### src/rtl/tccr_pkg.sv
// ----------------------------------------------------------------------------
// tccr_pkg
// Constants, codes and shared types of the text console cursor renderer.
// ----------------------------------------------------------------------------
`default_nettype none

package tccr_pkg;

   // cell geometry
   localparam int GLYPH_WIDTH   = 8;
   localparam int GLYPH_HEIGHT  = 11;
   localparam int LINE_GAP      = 2;
   localparam int MARGIN_PIXELS = 4;
   localparam int SCROLL_LINES  = 3;
   localparam int LINE_HEIGHT   = GLYPH_HEIGHT + LINE_GAP;

   // field widths
   localparam int CHAR_W   = 8;
   localparam int CODE_W   = 7;
   localparam int ROW_W    = 4;
   localparam int COLOR_W  = 24;
   localparam int OFFSET_W = 26;
   localparam int CURSOR_W = 12;
   localparam int POS_W    = 13;   // emitted cell position, may exceed cursor range
   localparam int SIZE_W   = 13;
   localparam int PITCH_W  = 15;
   localparam int PIXB_W   = 3;

   // configuration port
   localparam int CSR_INDEX_W = 2;
   localparam int CSR_DATA_W  = 15;
   localparam logic [CSR_INDEX_W-1:0] CSR_SCREEN_WIDTH  = 2'd0;
   localparam logic [CSR_INDEX_W-1:0] CSR_SCREEN_HEIGHT = 2'd1;
   localparam logic [CSR_INDEX_W-1:0] CSR_LINE_PITCH    = 2'd2;
   localparam logic [CSR_INDEX_W-1:0] CSR_PIXEL_BYTES   = 2'd3;

   localparam logic [SIZE_W-1:0]  RST_SCREEN_WIDTH  = 13'd1024;
   localparam logic [SIZE_W-1:0]  RST_SCREEN_HEIGHT = 13'd768;
   localparam logic [PITCH_W-1:0] RST_LINE_PITCH    = 15'd3072;
   localparam logic [PIXB_W-1:0]  RST_PIXEL_BYTES   = 3'd3;

   // character codes; the first printable is also the blank glyph
   localparam logic [CHAR_W-1:0] CHAR_BACKSPACE   = 8'd8;
   localparam logic [CHAR_W-1:0] CHAR_NEWLINE     = 8'd10;
   localparam logic [CHAR_W-1:0] CHAR_PRINT_FIRST = 8'd32;
   localparam logic [CHAR_W-1:0] CHAR_PRINT_LAST  = 8'd126;

   // result kinds
   localparam logic KIND_GLYPH_ROW = 1'b0;
   localparam logic KIND_SCROLL    = 1'b1;

   // command queue
   localparam int CMD_DEPTH = 4;
   localparam int CMD_PTR_W = $clog2(CMD_DEPTH);

   typedef struct packed {
      logic [SIZE_W-1:0]  screen_width;
      logic [SIZE_W-1:0]  screen_height;
      logic [PITCH_W-1:0] line_pitch;
      logic [PIXB_W-1:0]  pixel_bytes;
   } cfg_type;

   // one classified item: optional scroll before, optional glyph rows, optional scroll after
   typedef struct packed {
      logic                pre_scroll;
      logic                rows;
      logic                post_scroll;
      logic [CODE_W-1:0]   code;
      logic [COLOR_W-1:0]  color;
      logic [OFFSET_W-1:0] offset;
   } cmd_type;

endpackage

`default_nettype wire

### src/rtl/tccr_front.sv
// ----------------------------------------------------------------------------
// tccr_front
// Accepts characters, moves the cursor, classifies each into a draw command.
// ----------------------------------------------------------------------------
`default_nettype none

module tccr_front (
   input  wire logic                          clock,
   input  wire logic                          reset,
   input  wire tccr_pkg::cfg_type             cfg,
   input  wire logic                          req_valid,
   output logic                               req_stall,
   input  wire logic [tccr_pkg::CHAR_W-1:0]   req_char_code,
   input  wire logic [tccr_pkg::COLOR_W-1:0]  req_text_color,
   input  wire logic                          cmd_full,
   output logic                               cmd_push,
   output tccr_pkg::cmd_type                  cmd_data
);
   import tccr_pkg::*;

   localparam int SW = POS_W + 2;   // signed working width
   localparam logic signed [SW-1:0] GW_S = SW'(GLYPH_WIDTH);
   localparam logic signed [SW-1:0] MG_S = SW'(MARGIN_PIXELS);
   localparam logic signed [SW-1:0] LH_S = SW'(LINE_HEIGHT);
   localparam logic signed [SW-1:0] RIGHT_S = SW'(GLYPH_WIDTH + MARGIN_PIXELS);
   localparam logic signed [SW-1:0] BOTTOM_S = SW'(LINE_HEIGHT + MARGIN_PIXELS);
   localparam logic signed [SW-1:0] ROOM_S = SW'(2 * MARGIN_PIXELS + GLYPH_WIDTH);
   localparam logic signed [SW-1:0] SCROLL_S = SW'(MARGIN_PIXELS + SCROLL_LINES * LINE_HEIGHT);

   logic [CURSOR_W-1:0] col_ff, col_in, line_ff, line_in;

   logic                s1_valid_ff, s1_valid_in;
   logic                s1_pre_ff, s1_rows_ff, s1_post_ff;
   logic [CODE_W-1:0]   s1_code_ff;
   logic [COLOR_W-1:0]  s1_color_ff;
   logic [POS_W-1:0]    s1_x_ff, s1_y_ff;

   logic signed [SW-1:0] w_s, h_s, col_s, line_s;
   logic signed [SW-1:0] cx0, cy0, cx1, cy1, cx2, cy2, room, last_cell, scroll_y;
   logic                 is_bs, is_print, scroll, has_results, accept;
   logic [POS_W-1:0]     emit_x, emit_y;

   logic [PITCH_W+POS_W-1:0] prod_y;
   logic [PIXB_W+POS_W-1:0]  prod_x;

   // bound check on the moved cursor
   always_comb begin
      w_s    = signed'({2'b00, cfg.screen_width});
      h_s    = signed'({2'b00, cfg.screen_height});
      col_s  = signed'({3'b000, col_ff});
      line_s = signed'({3'b000, line_ff});
      is_bs    = 1'b0;
      unique case (req_char_code)
         CHAR_NEWLINE: begin
            cx0   = MG_S;
            cy0   = line_s + LH_S;
         end
         CHAR_BACKSPACE: begin
            is_bs = 1'b1;
            cx0   = col_s - GW_S;
            cy0   = line_s;
         end
         default: begin
            cx0 = col_s + GW_S;
            cy0 = line_s;
         end
      endcase
      is_print = (req_char_code >= CHAR_PRINT_FIRST) && (req_char_code <= CHAR_PRINT_LAST);

      room      = w_s - ROOM_S;
      last_cell = (room < 0) ? MG_S : MG_S + (room / GW_S) * GW_S;

      if (cx0 + RIGHT_S > w_s) begin
         cx1 = MG_S;
         cy1 = cy0 + LH_S;
      end else if (cx0 < MG_S) begin
         cx1 = last_cell;
         cy1 = cy0 - LH_S;
      end else begin
         cx1 = cx0;
         cy1 = cy0;
      end

      scroll_y = h_s - SCROLL_S;
      scroll   = (cy1 + BOTTOM_S > h_s);
      if (scroll) begin
         cx2 = MG_S;
         cy2 = (scroll_y < MG_S) ? MG_S : scroll_y;
      end else begin
         cx2 = cx1;
         cy2 = (cy1 < MG_S) ? MG_S : cy1;
      end

      // backspace draws at the checked position, printables at the old one
      emit_x = is_bs ? cx2[POS_W-1:0] : {1'b0, col_ff};
      emit_y = is_bs ? cy2[POS_W-1:0] : {1'b0, line_ff};
      has_results = scroll || is_bs || is_print;
   end

   assign cmd_push  = s1_valid_ff && !cmd_full;
   assign req_stall = s1_valid_ff && cmd_full;
   assign accept    = req_valid && !req_stall;

   always_comb begin
      col_in      = col_ff;
      line_in     = line_ff;
      s1_valid_in = s1_valid_ff && !cmd_push;
      if (accept) begin
         col_in      = cx2[CURSOR_W-1:0];
         line_in     = cy2[CURSOR_W-1:0];
         s1_valid_in = has_results;
      end
   end

   always_ff @(posedge clock) begin
      if (reset) begin
         col_ff      <= CURSOR_W'(MARGIN_PIXELS);
         line_ff     <= CURSOR_W'(MARGIN_PIXELS);
         s1_valid_ff <= 1'b0;
      end else begin
         col_ff      <= col_in;
         line_ff     <= line_in;
         s1_valid_ff <= s1_valid_in;
      end
   end

   always_ff @(posedge clock) begin
      if (accept) begin
         s1_pre_ff   <= is_bs && scroll;
         s1_rows_ff  <= is_bs || is_print;
         s1_post_ff  <= scroll && !is_bs;
         s1_code_ff  <= is_bs ? CHAR_PRINT_FIRST[CODE_W-1:0] : req_char_code[CODE_W-1:0];
         s1_color_ff <= is_bs ? '0 : req_text_color;
         s1_x_ff     <= emit_x;
         s1_y_ff     <= emit_y;
      end
   end

   // row-0 byte offset, registered in the queue
   assign prod_y = {{POS_W{1'b0}}, cfg.line_pitch} * {{PITCH_W{1'b0}}, s1_y_ff};
   assign prod_x = {{POS_W{1'b0}}, cfg.pixel_bytes} * {{PIXB_W{1'b0}}, s1_x_ff};

   always_comb begin
      cmd_data.pre_scroll  = s1_pre_ff;
      cmd_data.rows        = s1_rows_ff;
      cmd_data.post_scroll = s1_post_ff;
      cmd_data.code        = s1_code_ff;
      cmd_data.color       = s1_color_ff;
      cmd_data.offset      = prod_y[OFFSET_W-1:0]
                           + {{(OFFSET_W-PIXB_W-POS_W){1'b0}}, prod_x};
   end

endmodule

`default_nettype wire

### src/rtl/tccr_cmd_fifo.sv
// ----------------------------------------------------------------------------
// tccr_cmd_fifo
// Short command queue between the classifier and the row sequencer.
// ----------------------------------------------------------------------------
`default_nettype none

module tccr_cmd_fifo (
   input  wire logic              clock,
   input  wire logic              reset,
   input  wire logic              push,
   input  wire tccr_pkg::cmd_type push_data,
   input  wire logic              pop,
   output tccr_pkg::cmd_type      head,
   output logic                   full,
   output logic                   empty
);
   import tccr_pkg::*;

   cmd_type              entry_ff [CMD_DEPTH];
   logic [CMD_PTR_W-1:0] wr_ptr_ff, wr_ptr_in, rd_ptr_ff, rd_ptr_in;
   logic [CMD_PTR_W:0]   count_ff, count_in;
   logic                 do_push, do_pop;

   assign full    = (count_ff == (CMD_PTR_W+1)'(CMD_DEPTH));
   assign empty   = (count_ff == '0);
   assign do_push = push && !full;
   assign do_pop  = pop && !empty;
   assign head    = entry_ff[rd_ptr_ff];

   always_comb begin
      wr_ptr_in = do_push ? wr_ptr_ff + 1'b1 : wr_ptr_ff;
      rd_ptr_in = do_pop  ? rd_ptr_ff + 1'b1 : rd_ptr_ff;
      count_in  = count_ff;
      if (do_push && !do_pop) count_in = count_ff + 1'b1;
      else if (do_pop && !do_push) count_in = count_ff - 1'b1;
   end

   always_ff @(posedge clock) begin
      if (reset) begin
         wr_ptr_ff <= '0;
         rd_ptr_ff <= '0;
         count_ff  <= '0;
      end else begin
         wr_ptr_ff <= wr_ptr_in;
         rd_ptr_ff <= rd_ptr_in;
         count_ff  <= count_in;
      end
   end

   always_ff @(posedge clock) begin
      if (do_push) entry_ff[wr_ptr_ff] <= push_data;
   end

endmodule

`default_nettype wire

### src/rtl/tccr_back.sv
// ----------------------------------------------------------------------------
// tccr_back
// Row sequencer: turns one command into scroll and glyph-row results.
// ----------------------------------------------------------------------------
`default_nettype none

module tccr_back (
   input  wire logic                           clock,
   input  wire logic                           reset,
   input  wire tccr_pkg::cfg_type              cfg,
   input  wire tccr_pkg::cmd_type              cmd_head,
   input  wire logic                           cmd_empty,
   output logic                                cmd_pop,
   output logic                                rsp_valid,
   input  wire logic                           rsp_stall,
   output logic                                rsp_kind,
   output logic [tccr_pkg::CODE_W-1:0]         rsp_glyph_code,
   output logic [tccr_pkg::ROW_W-1:0]          rsp_glyph_row,
   output logic [tccr_pkg::OFFSET_W-1:0]       rsp_pixel_offset,
   output logic [tccr_pkg::COLOR_W-1:0]        rsp_row_color,
   output logic                                rsp_last
);
   import tccr_pkg::*;

   logic                pre_ff, rows_ff, post_ff;
   logic                pre_in, rows_in, post_in;
   logic [ROW_W-1:0]    row_ff;
   logic [CODE_W-1:0]   code_ff;
   logic [COLOR_W-1:0]  color_ff;
   logic [OFFSET_W-1:0] offset_ff;

   logic                out_valid_ff, out_valid_in;
   logic                out_kind_ff, out_last_ff;
   logic [CODE_W-1:0]   out_code_ff;
   logic [ROW_W-1:0]    out_row_ff;
   logic [OFFSET_W-1:0] out_offset_ff;
   logic [COLOR_W-1:0]  out_color_ff;

   logic busy, out_free, fire, sel_pre, sel_row, sel_post, last_row, done;

   assign busy     = pre_ff || rows_ff || post_ff;
   assign out_free = !out_valid_ff || !rsp_stall;
   assign fire     = busy && out_free;

   always_comb begin
      sel_pre  = pre_ff;
      sel_row  = !pre_ff && rows_ff;
      sel_post = !pre_ff && !rows_ff && post_ff;
      last_row = (row_ff == ROW_W'(GLYPH_HEIGHT - 1));
      pre_in   = pre_ff && !sel_pre;
      rows_in  = rows_ff && !(sel_row && last_row);
      post_in  = post_ff && !sel_post;
      done     = !(pre_in || rows_in || post_in);
   end

   assign cmd_pop      = !cmd_empty && (!busy || (fire && done));
   assign out_valid_in = out_free ? fire : out_valid_ff;

   always_ff @(posedge clock) begin
      if (reset) begin
         pre_ff       <= 1'b0;
         rows_ff      <= 1'b0;
         post_ff      <= 1'b0;
         out_valid_ff <= 1'b0;
      end else begin
         out_valid_ff <= out_valid_in;
         if (cmd_pop) begin
            pre_ff  <= cmd_head.pre_scroll;
            rows_ff <= cmd_head.rows;
            post_ff <= cmd_head.post_scroll;
         end else if (fire) begin
            pre_ff  <= pre_in;
            rows_ff <= rows_in;
            post_ff <= post_in;
         end
      end
   end

   always_ff @(posedge clock) begin
      if (cmd_pop) begin
         row_ff    <= '0;
         code_ff   <= cmd_head.code;
         color_ff  <= cmd_head.color;
         offset_ff <= cmd_head.offset;
      end else if (fire && sel_row) begin
         row_ff    <= row_ff + 1'b1;
         offset_ff <= offset_ff + {{(OFFSET_W-PITCH_W){1'b0}}, cfg.line_pitch};
      end
   end

   always_ff @(posedge clock) begin
      if (fire) begin
         out_last_ff <= done;
         if (sel_row) begin
            out_kind_ff   <= KIND_GLYPH_ROW;
            out_code_ff   <= code_ff;
            out_row_ff    <= row_ff;
            out_offset_ff <= offset_ff;
            out_color_ff  <= color_ff;
         end else begin
            out_kind_ff   <= KIND_SCROLL;
            out_code_ff   <= '0;
            out_row_ff    <= '0;
            out_offset_ff <= '0;
            out_color_ff  <= '0;
         end
      end
   end

   assign rsp_valid        = out_valid_ff;
   assign rsp_kind         = out_kind_ff;
   assign rsp_glyph_code   = out_code_ff;
   assign rsp_glyph_row    = out_row_ff;
   assign rsp_pixel_offset = out_offset_ff;
   assign rsp_row_color    = out_color_ff;
   assign rsp_last         = out_last_ff;

endmodule

`default_nettype wire

### src/rtl/text_console_cursor_renderer_top.sv
// ----------------------------------------------------------------------------
// text_console_cursor_renderer_top
// Text console cursor: characters in, glyph-row and scroll commands out.
// ----------------------------------------------------------------------------
//   channel | ports                          | direction | transfer when
//   --------+--------------------------------+-----------+-----------------------
//   req     | char_code, text_color          | in        | req_valid & !req_stall
//   rsp     | kind, glyph_code, glyph_row,   | out       | rsp_valid & !rsp_stall
//           | pixel_offset, row_color, last  |           |
//   csr     | index, wdata                   | in        | csr_we
//
// One result per cycle from the row sequencer unless rsp stalls: a printable or
// backspace gives a result per glyph row plus any scroll; a scrolling newline
// gives a scroll, others none. The front takes one character per cycle until
// the 4-entry command queue fills. A character passes the classifier register,
// queue, sequencer state and output register before rsp_valid rises.
// Reset (synchronous) restores register defaults, puts the cursor at the
// margin and empties the queue. A stall on rsp holds the output register and
// backs up through the queue; once the queue is full, req_stall rises.
// ----------------------------------------------------------------------------
`default_nettype none

module text_console_cursor_renderer_top (
   input  wire logic                               clock,
   input  wire logic                               reset,
   input  wire logic                               req_valid,
   output logic                                    req_stall,
   input  wire logic [tccr_pkg::CHAR_W-1:0]        req_char_code,
   input  wire logic [tccr_pkg::COLOR_W-1:0]       req_text_color,
   output logic                                    rsp_valid,
   input  wire logic                               rsp_stall,
   output logic                                    rsp_kind,
   output logic [tccr_pkg::CODE_W-1:0]             rsp_glyph_code,
   output logic [tccr_pkg::ROW_W-1:0]              rsp_glyph_row,
   output logic [tccr_pkg::OFFSET_W-1:0]           rsp_pixel_offset,
   output logic [tccr_pkg::COLOR_W-1:0]            rsp_row_color,
   output logic                                    rsp_last,
   input  wire logic                               csr_we,
   input  wire logic [tccr_pkg::CSR_INDEX_W-1:0]   csr_index,
   input  wire logic [tccr_pkg::CSR_DATA_W-1:0]    csr_wdata
);
   import tccr_pkg::*;

   cfg_type cfg_ff, cfg_in;
   cmd_type push_data, head;
   logic    push, pop, full, empty;

   // register file; software must write it only while nothing is in flight; the block itself does not enforce this
   always_comb begin
      cfg_in = cfg_ff;
      if (csr_we) begin
         unique case (csr_index)
            CSR_SCREEN_WIDTH:  cfg_in.screen_width  = csr_wdata[SIZE_W-1:0];
            CSR_SCREEN_HEIGHT: cfg_in.screen_height = csr_wdata[SIZE_W-1:0];
            CSR_LINE_PITCH:    cfg_in.line_pitch    = csr_wdata[PITCH_W-1:0];
            CSR_PIXEL_BYTES:   cfg_in.pixel_bytes   = csr_wdata[PIXB_W-1:0];
            default:           cfg_in = cfg_ff;
         endcase
      end
   end

   always_ff @(posedge clock) begin
      if (reset) begin
         cfg_ff.screen_width  <= RST_SCREEN_WIDTH;
         cfg_ff.screen_height <= RST_SCREEN_HEIGHT;
         cfg_ff.line_pitch    <= RST_LINE_PITCH;
         cfg_ff.pixel_bytes   <= RST_PIXEL_BYTES;
      end else begin
         cfg_ff <= cfg_in;
      end
   end

   // front: cursor update, bound check, row-0 offset
   tccr_front u_front (
      .clock          (clock),
      .reset          (reset),
      .cfg            (cfg_ff),
      .req_valid      (req_valid),
      .req_stall      (req_stall),
      .req_char_code  (req_char_code),
      .req_text_color (req_text_color),
      .cmd_full       (full),
      .cmd_push       (push),
      .cmd_data       (push_data)
   );

   tccr_cmd_fifo u_fifo (
      .clock     (clock),
      .reset     (reset),
      .push      (push),
      .push_data (push_data),
      .pop       (pop),
      .head      (head),
      .full      (full),
      .empty     (empty)
   );

   // back: one result per cycle into the output register while rsp is not stalled
   tccr_back u_back (
      .clock            (clock),
      .reset            (reset),
      .cfg              (cfg_ff),
      .cmd_head         (head),
      .cmd_empty        (empty),
      .cmd_pop          (pop),
      .rsp_valid        (rsp_valid),
      .rsp_stall        (rsp_stall),
      .rsp_kind         (rsp_kind),
      .rsp_glyph_code   (rsp_glyph_code),
      .rsp_glyph_row    (rsp_glyph_row),
      .rsp_pixel_offset (rsp_pixel_offset),
      .rsp_row_color    (rsp_row_color),
      .rsp_last         (rsp_last)
   );

endmodule

`default_nettype wire

### config.mk
export PLATFORM = sky130hd
export DESIGN_NAME = text_console_cursor_renderer_top
export DESIGN_NICKNAME = d
export VERILOG_FILES = /design/src/rtl/tccr_pkg.sv /design/src/rtl/tccr_front.sv /design/src/rtl/tccr_cmd_fifo.sv /design/src/rtl/tccr_back.sv /design/src/rtl/text_console_cursor_renderer_top.sv
export SDC_FILE = /design/constraint.sdc
export NUM_CORES = 1
export LEC_CHECK = 0
export ABC_CLOCK_PERIOD_IN_PS = 10090
export BUFFER_PORTS_ARGS = -buffer_cell sky130_fd_sc_hd__clkbuf_2
export CAP_MARGIN = 20
export CORE_MARGIN = 1
export CORE_UTILIZATION = 60
export CTS_CLUSTER_SIZE = 16
export DETAILED_ROUTE_END_ITERATION = 8
export GPL_TIMING_DRIVEN = 1
export PLACE_DENSITY = 0.78
export SLEW_MARGIN = 20
export SYNTH_ARGS = -nofsm -noshare
export SYNTH_HDL_FRONTEND = slang
export SYNTH_SLANG_ARGS = --single-unit
### constraint.sdc
create_clock -name clock -period 10.09 [get_ports clock]
set_clock_uncertainty 0.05 [all_clocks]
set_input_delay 0.5045 -clock clock [delete_from_list [all_inputs] [get_ports clock]]
set_output_delay 0.5045 -clock clock [all_outputs]
set_load 0.02 [all_outputs]
==> results.yml, run 1 <==
yosys:
  syn_nets: 2979
  synth_area_leaders: "edfxtp_1, fa_1, ha_1"
  ys_async_sr_fraction_pct: 0
  synth_edf_count: 420
  syn_avg_cell_area_um2: 11.77
  ys_warn_count: 0
  seq_area_frac_synth_pct: 46.90
  syn_inst: 2597
  post-synth-top-area-cell: "edfxtp_1"
  synth_flop_cell: "edfxtp_1"
  yosysTopAreaCellShare_pct: 41.27
  synthDistinctLibCells: 100
  ys_ff_latch: 506
  synth_area_um2: 30560
routing:
  via_per_inst: 5.962
  wl_per_cell_um: 20.95
  drt_iter0_drc: 1604
  drtPass1Iterations: 5
  ant_nets: 0
  drc: 0
  vias: 20130
  routed_wl_mm: 70.75
critical_path:
  cp_slowest_stage_delay_ns: 0.42
  worstReg2RegStart: "u_front.col_ff[3]$_SDFFE_PP0P_"
  cp-start-kind: "flip-flop"
  slowest_stage: "dfxtp_1"
  path_class: "reg -> reg"
  ff2ff_path_depth: 37
  worstPathArrival_ns: 8.97
  reg2reg_slack_ns: 1.48
  cp_common_cell: "ha_1"
  reg2reg_to: "u_front.s1_x_ff[12]$_SDFFCE_PP0P_"
  crit_path_max_fanout: 18
  end_kind: "flip-flop"
  worstPathRequired_ns: 10.45
floorplanning:
  core_um2: 50170
  die_h_um: 227.7
  fp-row-count: 82
  ioPinCount: 119
  die_w_um: 227.7
  dieArea_um2: 51840
  start_util_pct: 60.92
cts:
  insertion_delay_ns: 0.60
  post_cts_buffers: 0
  cts_htree_levels: 2
  cts-resized-gates: 0
  cts_tree: "built"
  cts_buffers: 50
  clockRootBuffer: "clkbuf_16"
  cts-hold-fix-buffers: 0
  clkTransAtPathRegs_ns: 0.06
  clock_path_buffers: 3
  cts_sinks: 506
sta:
  setup_viol: 0
  slew_headroom_pct: 29.65
  final-max-slew-violation-count: 0
  finalSetupTns_ns: 0
  finalCriticalPeriod_ns: 8.615
  fmax_mhz: 116.1
  rsz0062_at_grt: "no"
  min_period_over_period_pct: 85.38
  hold_violations: 0
  finalWorstSetupSlack_ns: 1.475
  worst-slew-pin-transition_ns: 1.055
min_path:
  hold_depth: 3
  hold_class: "in -> reg"
  worstHoldStart: "csr_wdata[13]"
  holdPathEnd: "cfg_ff[16]$_SDFFE_PP0P_"
place:
  dp_hpwl_mm: 50.70
  port_buffers: 118
  gp_congestion: 0.9694
  preCtsSetupSlack_ns: 1.059
power:
  p_sw_share_pct: 34.79
  peakVddDrop_uv: 225.3
  p_leak_uw: 0.01307
  comb_power_share_pct: 33.2
  pwr-share-clk_pct: 23.9
  p_int_uw: 4857
  p_switching_uw: 2591
  powerDensity_nw_per_um2: 224.1
  power_frac_seq_pct: 42.9
run:
  cap_violations: 0
finish:
  drive_gt1_share_pct: 12.16
  final_common_cell: "edfxtp_1"
  area_growth_pct: 8.749
  post-route-util_pct: 66.25
  fillers: 3575
  final_nets: 3052
  final_cell_mix: "edfxtp_1, nand2_1, inv_1, and2_1, fa_1"
  diodes: 0
global_route:
  grt_use_total_pct: 27.72
  grt_overflow_total: 0
  grt_pass1_wl_mm: 110.0
  antenna_found_initial: 0
  first_global_vias: 20100
  grt_max_degree: 85
outcome:
  status: "finished, final reports clean"
[routing by layer]
layer / global-route usage [%] / vias up / wire length (µm)
li1: - / 9183 / -
met1: 37.25 / 10120 / 29770
met2: 47.61 / 701 / 35460
met3: 3.329 / 127 / 3850
met4: 7.945 / 0 / 1670
met5: 0 / - / 0
[layout make-up]
class                           count  area, µm²  share of cell area [%]
Clock buffer                       68       1360                   4.092
Clock inverter                     19      187.7                  0.5647
Inverter                          268       1007                   3.031
Multi-Input combinational cell   1704      14750                   44.37
Sequential cell                   506      14340                   43.14
Tap cell                          672      840.8                   2.530
Timing Repair Buffer              140      755.7                   2.274
[cells in the mapped netlist, drive strengths merged (9+ instances only)]
cell type  count
a211oi        22
a21o          13
a21oi        103
a22o          16
a31oi         17
and2         201
buf           28
clkbuf        91
dfxtp         86
edfxtp       420
fa           181
ha           147
inv          266
mux2i          9
mux4          60
nand2        307
nand2b        14
nand3         44
nand4         18
nor2         125
nor2b         15
nor3          40
nor4          20
o21ai         62
o31ai         13
or3           16
xnor2         88
xor2          34
[state kept, by name, indices dropped and copies added (netlist names), 2 cells and up, named ones only]
| signal | flops |
|---|---|
| cfg_ff | 44 |
| u_back.code_ff | 7 |
| u_back.color_ff | 24 |
| u_back.offset_ff | 26 |
| u_back.row_ff | 4 |
| u_back.rsp_glyph_code | 7 |
| u_back.rsp_glyph_row | 4 |
| u_back.rsp_pixel_offset | 26 |
| u_back.rsp_row_color | 24 |
| u_fifo.count_ff | 3 |
| u_fifo.entry_ff | 240 |
| u_fifo.rd_ptr_ff | 2 |
| u_fifo.wr_ptr_ff | 2 |
| u_front.col_ff | 12 |
| u_front.line_ff | 12 |
| u_front.s1_code_ff | 7 |
| u_front.s1_color_ff | 24 |
| u_front.s1_x_ff | 13 |
| u_front.s1_y_ff | 13 |
[power groups by stage]
| stage | clock network (µW) | registers [µW] | logic [µW] |
|---|---|---|---|
| after detailed placement | 0 | 3230 | 2450 |
| after global routing | 1870 | 3240 | 2730 |
| after floorplan | 0 | 3280 | 1660 |
| after global placement | 0 | 3210 | 2350 |
| after CTS | 1800 | 3200 | 2480 |
| final | 1780 | 3200 | 2470 |
[worst max-delay path by stage]
stage | from | to | cells past startpoint
2_1_floorplan | req_char_code[0] | u_front.line_ff[7]$_SDFFE_PP0P_ | 38
3_3_place_gp | req_char_code[0] | u_front.s1_x_ff[12]$_SDFFCE_PP0P_ | 38
3_5_place_dp | req_char_code[0] | u_front.s1_x_ff[12]$_SDFFCE_PP0P_ | 38
4_1_cts | u_front.col_ff[3]$_SDFFE_PP0P_ | u_front.s1_x_ff[12]$_SDFFCE_PP0P_ | 36
5_1_grt | u_front.col_ff[3]$_SDFFE_PP0P_ | u_front.s1_x_ff[12]$_SDFFCE_PP0P_ | 36
6_report | u_front.col_ff[3]$_SDFFE_PP0P_ | u_front.s1_x_ff[12]$_SDFFCE_PP0P_ | 37
[kinds of logic (layout without fill, tap and decap cells)]
family / after synthesis / in the layout / synth area share [%]
AO/OA/AOI/OAI: 331 / 331 / 7.488
AND/OR/NAND/NOR: 849 / 849 / 14.34
flip-flops: 506 / 506 / 46.90
buffers and inverters: 387 / 495 / 4.954
XOR/XNOR: 122 / 122 / 3.545
adder cells (fa/ha/maj): 328 / 328 / 17.87
multiplexers: 74 / 74 / 4.901
[critical path, delay by kind of cell (launching register included)]
kind | cells | cell delay (ns)
fa+ha+maj | 4 | 1.04
compound gates | 16 | 3.15
flops | 1 | 0.42
buf+inv | 2 | 0.36
simple gates | 13 | 3.07
xor+xnor | 2 | 0.36
[through the flow]
step / std cells / total power (µW) / area (µm²) / hold slack, ns
after floorplan: 2597 / 4943 / 30560 / 0.3863
after global placement: 3290 / 5562 / 31690 / 0.3963
after detailed placement: 3290 / 5686 / 31690 / 0.4055
after CTS: 3377 / 7476 / 33240 / 0.06421
after global routing: 3377 / 7836 / 33240 / 0.09012
final: 3377 / 7448 / 33240 / 0.08270
No activity file was read; power rests on OpenSTA's default activity.
==> run 2: changes to the inputs <==
--- a/config.mk
+++ b/config.mk
@@ -5,7 +5,7 @@
 export SDC_FILE = /design/constraint.sdc
 export NUM_CORES = 1
 export LEC_CHECK = 0
-export ABC_CLOCK_PERIOD_IN_PS = 10090
+export ABC_CLOCK_PERIOD_IN_PS = 8100
 export BUFFER_PORTS_ARGS = -buffer_cell sky130_fd_sc_hd__clkbuf_2
 export CAP_MARGIN = 20
 export CORE_MARGIN = 1
==> constraint.sdc (replaced) <==
create_clock -name clock -period 8.1 [get_ports clock]
set_clock_uncertainty 0.05 [all_clocks]
set_input_delay 0.405 -clock clock [delete_from_list [all_inputs] [get_ports clock]]
set_output_delay 0.405 -clock clock [all_outputs]
set_load 0.02 [all_outputs]
==> results.yml, run 2 (same netlist as run 1, synthesis figures left out) <==
outcome:
  status: "finished, final reports clean"
sta:
  rsz0062_at_grt: "no"
  hold_violations: 0
  worst-slew-pin-transition_ns: 0.9069
  finalCriticalPeriod_ns: 7.720
  setup_viol: 0
  slew_headroom_pct: 39.54
  min_period_over_period_pct: 95.31
  finalWorstSetupSlack_ns: 0.3798
  fmax_mhz: 129.5
  final-max-slew-violation-count: 0
power:
  comb_power_share_pct: 32.9
  peakVddDrop_uv: 211.2
  powerDensity_nw_per_um2: 279.4
  fin_total_pwr_uw: 9484
  p_leak_uw: 0.01347
  pwr-share-clk_pct: 25.2
  p_switching_uw: 3253
  power_frac_seq_pct: 41.8
  p_int_uw: 6231
  p_sw_share_pct: 34.30
floorplanning:
  core_um2: 50170
  start_util_pct: 60.92
  ioPinCount: 119
  die_h_um: 227.7
  dieArea_um2: 51840
  fp-row-count: 82
  die_w_um: 227.7
routing:
  drt_iter0_drc: 1555
  wl_per_cell_um: 20.67
  drtPass1Iterations: 6
  via_per_inst: 5.916
  routed_wl_mm: 71.18
  drc: 0
  vias: 20380
  ant_nets: 0
finish:
  final_cell_mix: "edfxtp_1, nand2_1, inv_1, and2_1, fa_1"
  largest_reg_flops: 240
  largest_register: "u_fifo.entry_ff"
  final_common_cell: "edfxtp_1"
  stdcell_count: 3444
  final_area_um2: 33940
  fillers: 3551
  drive_gt1_share_pct: 14.65
  diodes: 0
  final_nets: 3112
  area_growth_pct: 11.06
  reg.largest.list: "u_fifo.entry_ff (240), cfg_ff (44)"
place:
  dp_hpwl_mm: 50.97
  port_buffers: 118
  gp_congestion: 0.9264
  dp.cells: 3338
  place_area_um2: 32050
  preCtsSetupSlack_ns: -0.01772
global_route:
  use_met2_pct: 47.29
  grt_use_total_pct: 27.98
  antenna_found_initial: 0
  met3_usage_pct: 3.612
  grt_util_met1_pct: 37.86
  grt_pass1_wl_mm: 111.2
  busiest_layer: "met2"
  grt_overflow_total: 0
  first_global_vias: 20750
  grt_max_degree: 82
critical_path:
  slowest_stage: "dlygate4sd3_1"
  end_kind: "flip-flop"
  path_class: "in -> reg"
  reg2reg_to: "u_front.s1_y_ff[7]$_DFFE_PP_"
  worstPathArrival_ns: 8.10
  worstReg2RegStart: "u_front.col_ff[3]$_SDFFE_PP0P_"
  cp-start-kind: "input pin"
  worstPathRequired_ns: 8.48
  cp_slowest_stage_delay_ns: 0.54
  crit_start: "req_char_code[6]"
  ff2ff_path_depth: 36
  crit_path_max_fanout: 5
  reg2reg_slack_ns: 0.45
cts:
  clkTransAtPathRegs_ns: 0.06
  clock_path_buffers: 3
  clockRootBuffer: "clkbuf_16"
  cts_buffers: 50
  cts_tree: "built"
  cts_sinks: 506
  cts_htree_levels: 2
  insertion_delay_ns: 0.60
min_path:
  worstHoldStart: "req_text_color[14]"
  hold_depth: 2
  holdPathEnd: "u_front.s1_color_ff[14]$_SDFFCE_PN0P_"
  hold_class: "in -> reg"
run:
  cap_violations: 0
-- run 2: cell types whose count changed in the layout (fill, tap and decap cells not counted), sizes merged --
cell and change:
dlygate4sd3 +4, a21oi +1, inv +2, clkbuf -7
bufinv +5, clkinv +7, buf +55
-- run 2: cell type report --
type                    count  area, µm²  area share (%)
multi-input cells        1705      14820           43.67
flip-flops and latches    506      14340           42.25
clock buffers              61       1324           3.900
repair buffers            199       1216           3.583
inverters                 268       1007           2.968
well taps                 672      840.8           2.477
clock inverters            33      391.6           1.154
-- run 2: how the worst max path moves through the flow --
stage,to,cells past startpoint
floorplan,u_front.line_ff[7]$_SDFFE_PP0P_,38
global placement,u_front.s1_x_ff[12]$_SDFFCE_PP0P_,37
detailed placement,u_front.line_ff[7]$_SDFFE_PP0P_,37
CTS,u_front.line_ff[7]$_SDFFE_PP0P_,38
global route,u_front.line_ff[7]$_SDFFE_PP0P_,38
finish,u_front.s1_y_ff[7]$_DFFE_PP_,38
-- run 2: power groups by stage --
stage               registers [µW]  clock network [µW]  logic [µW]
floorplan                     4090                   0        2070
global placement              3990                   0        2960
detailed placement            4020                   0        3070
CTS                           3970                2420        3120
global route                  4030                2520        3440
finish                        3970                2390        3120
-- run 2: metrics by stage --
step                      TNS [ns]  hold WS, ns  utilization (%)
final                            0      0.03317            67.65
after global routing             0      0.01951            67.65
after CTS                        0     0.009019            67.38
after detailed placement  -0.03022       0.4094            63.88
after global placement           0       0.3980            63.88
after floorplan                  0       0.3863                -
-- run 2: repair_timing --
| item | CTS | global route |
|---|---|---|
| buffers inserted | 0 | 8 |
| hold buffers | 4 | 0 |
| setup endpoints to repair | 0 | 53 |
| resized for setup | 0 | 17 |
| hold endpoints to repair | 4 | 0 |
-- run 2: metal layers --
metal / up-vias / wire, µm
met2: 805 / 35100
met5: - / 0
met4: 0 / 1832
li1: 9297 / -
met3: 123 / 4805
met1: 10150 / 29440
-- run 2: critical path: cells and delay by family --
kind                     cells  cell delay, ns
AO/OA/AOI/OAI               17            3.17
XOR/XNOR                     2            0.28
adder cells (fa/ha/maj)      4            1.04
AND/OR/NAND/NOR             12            2.09
multiplexers                 1            0.39
buffers and inverters        2            0.69
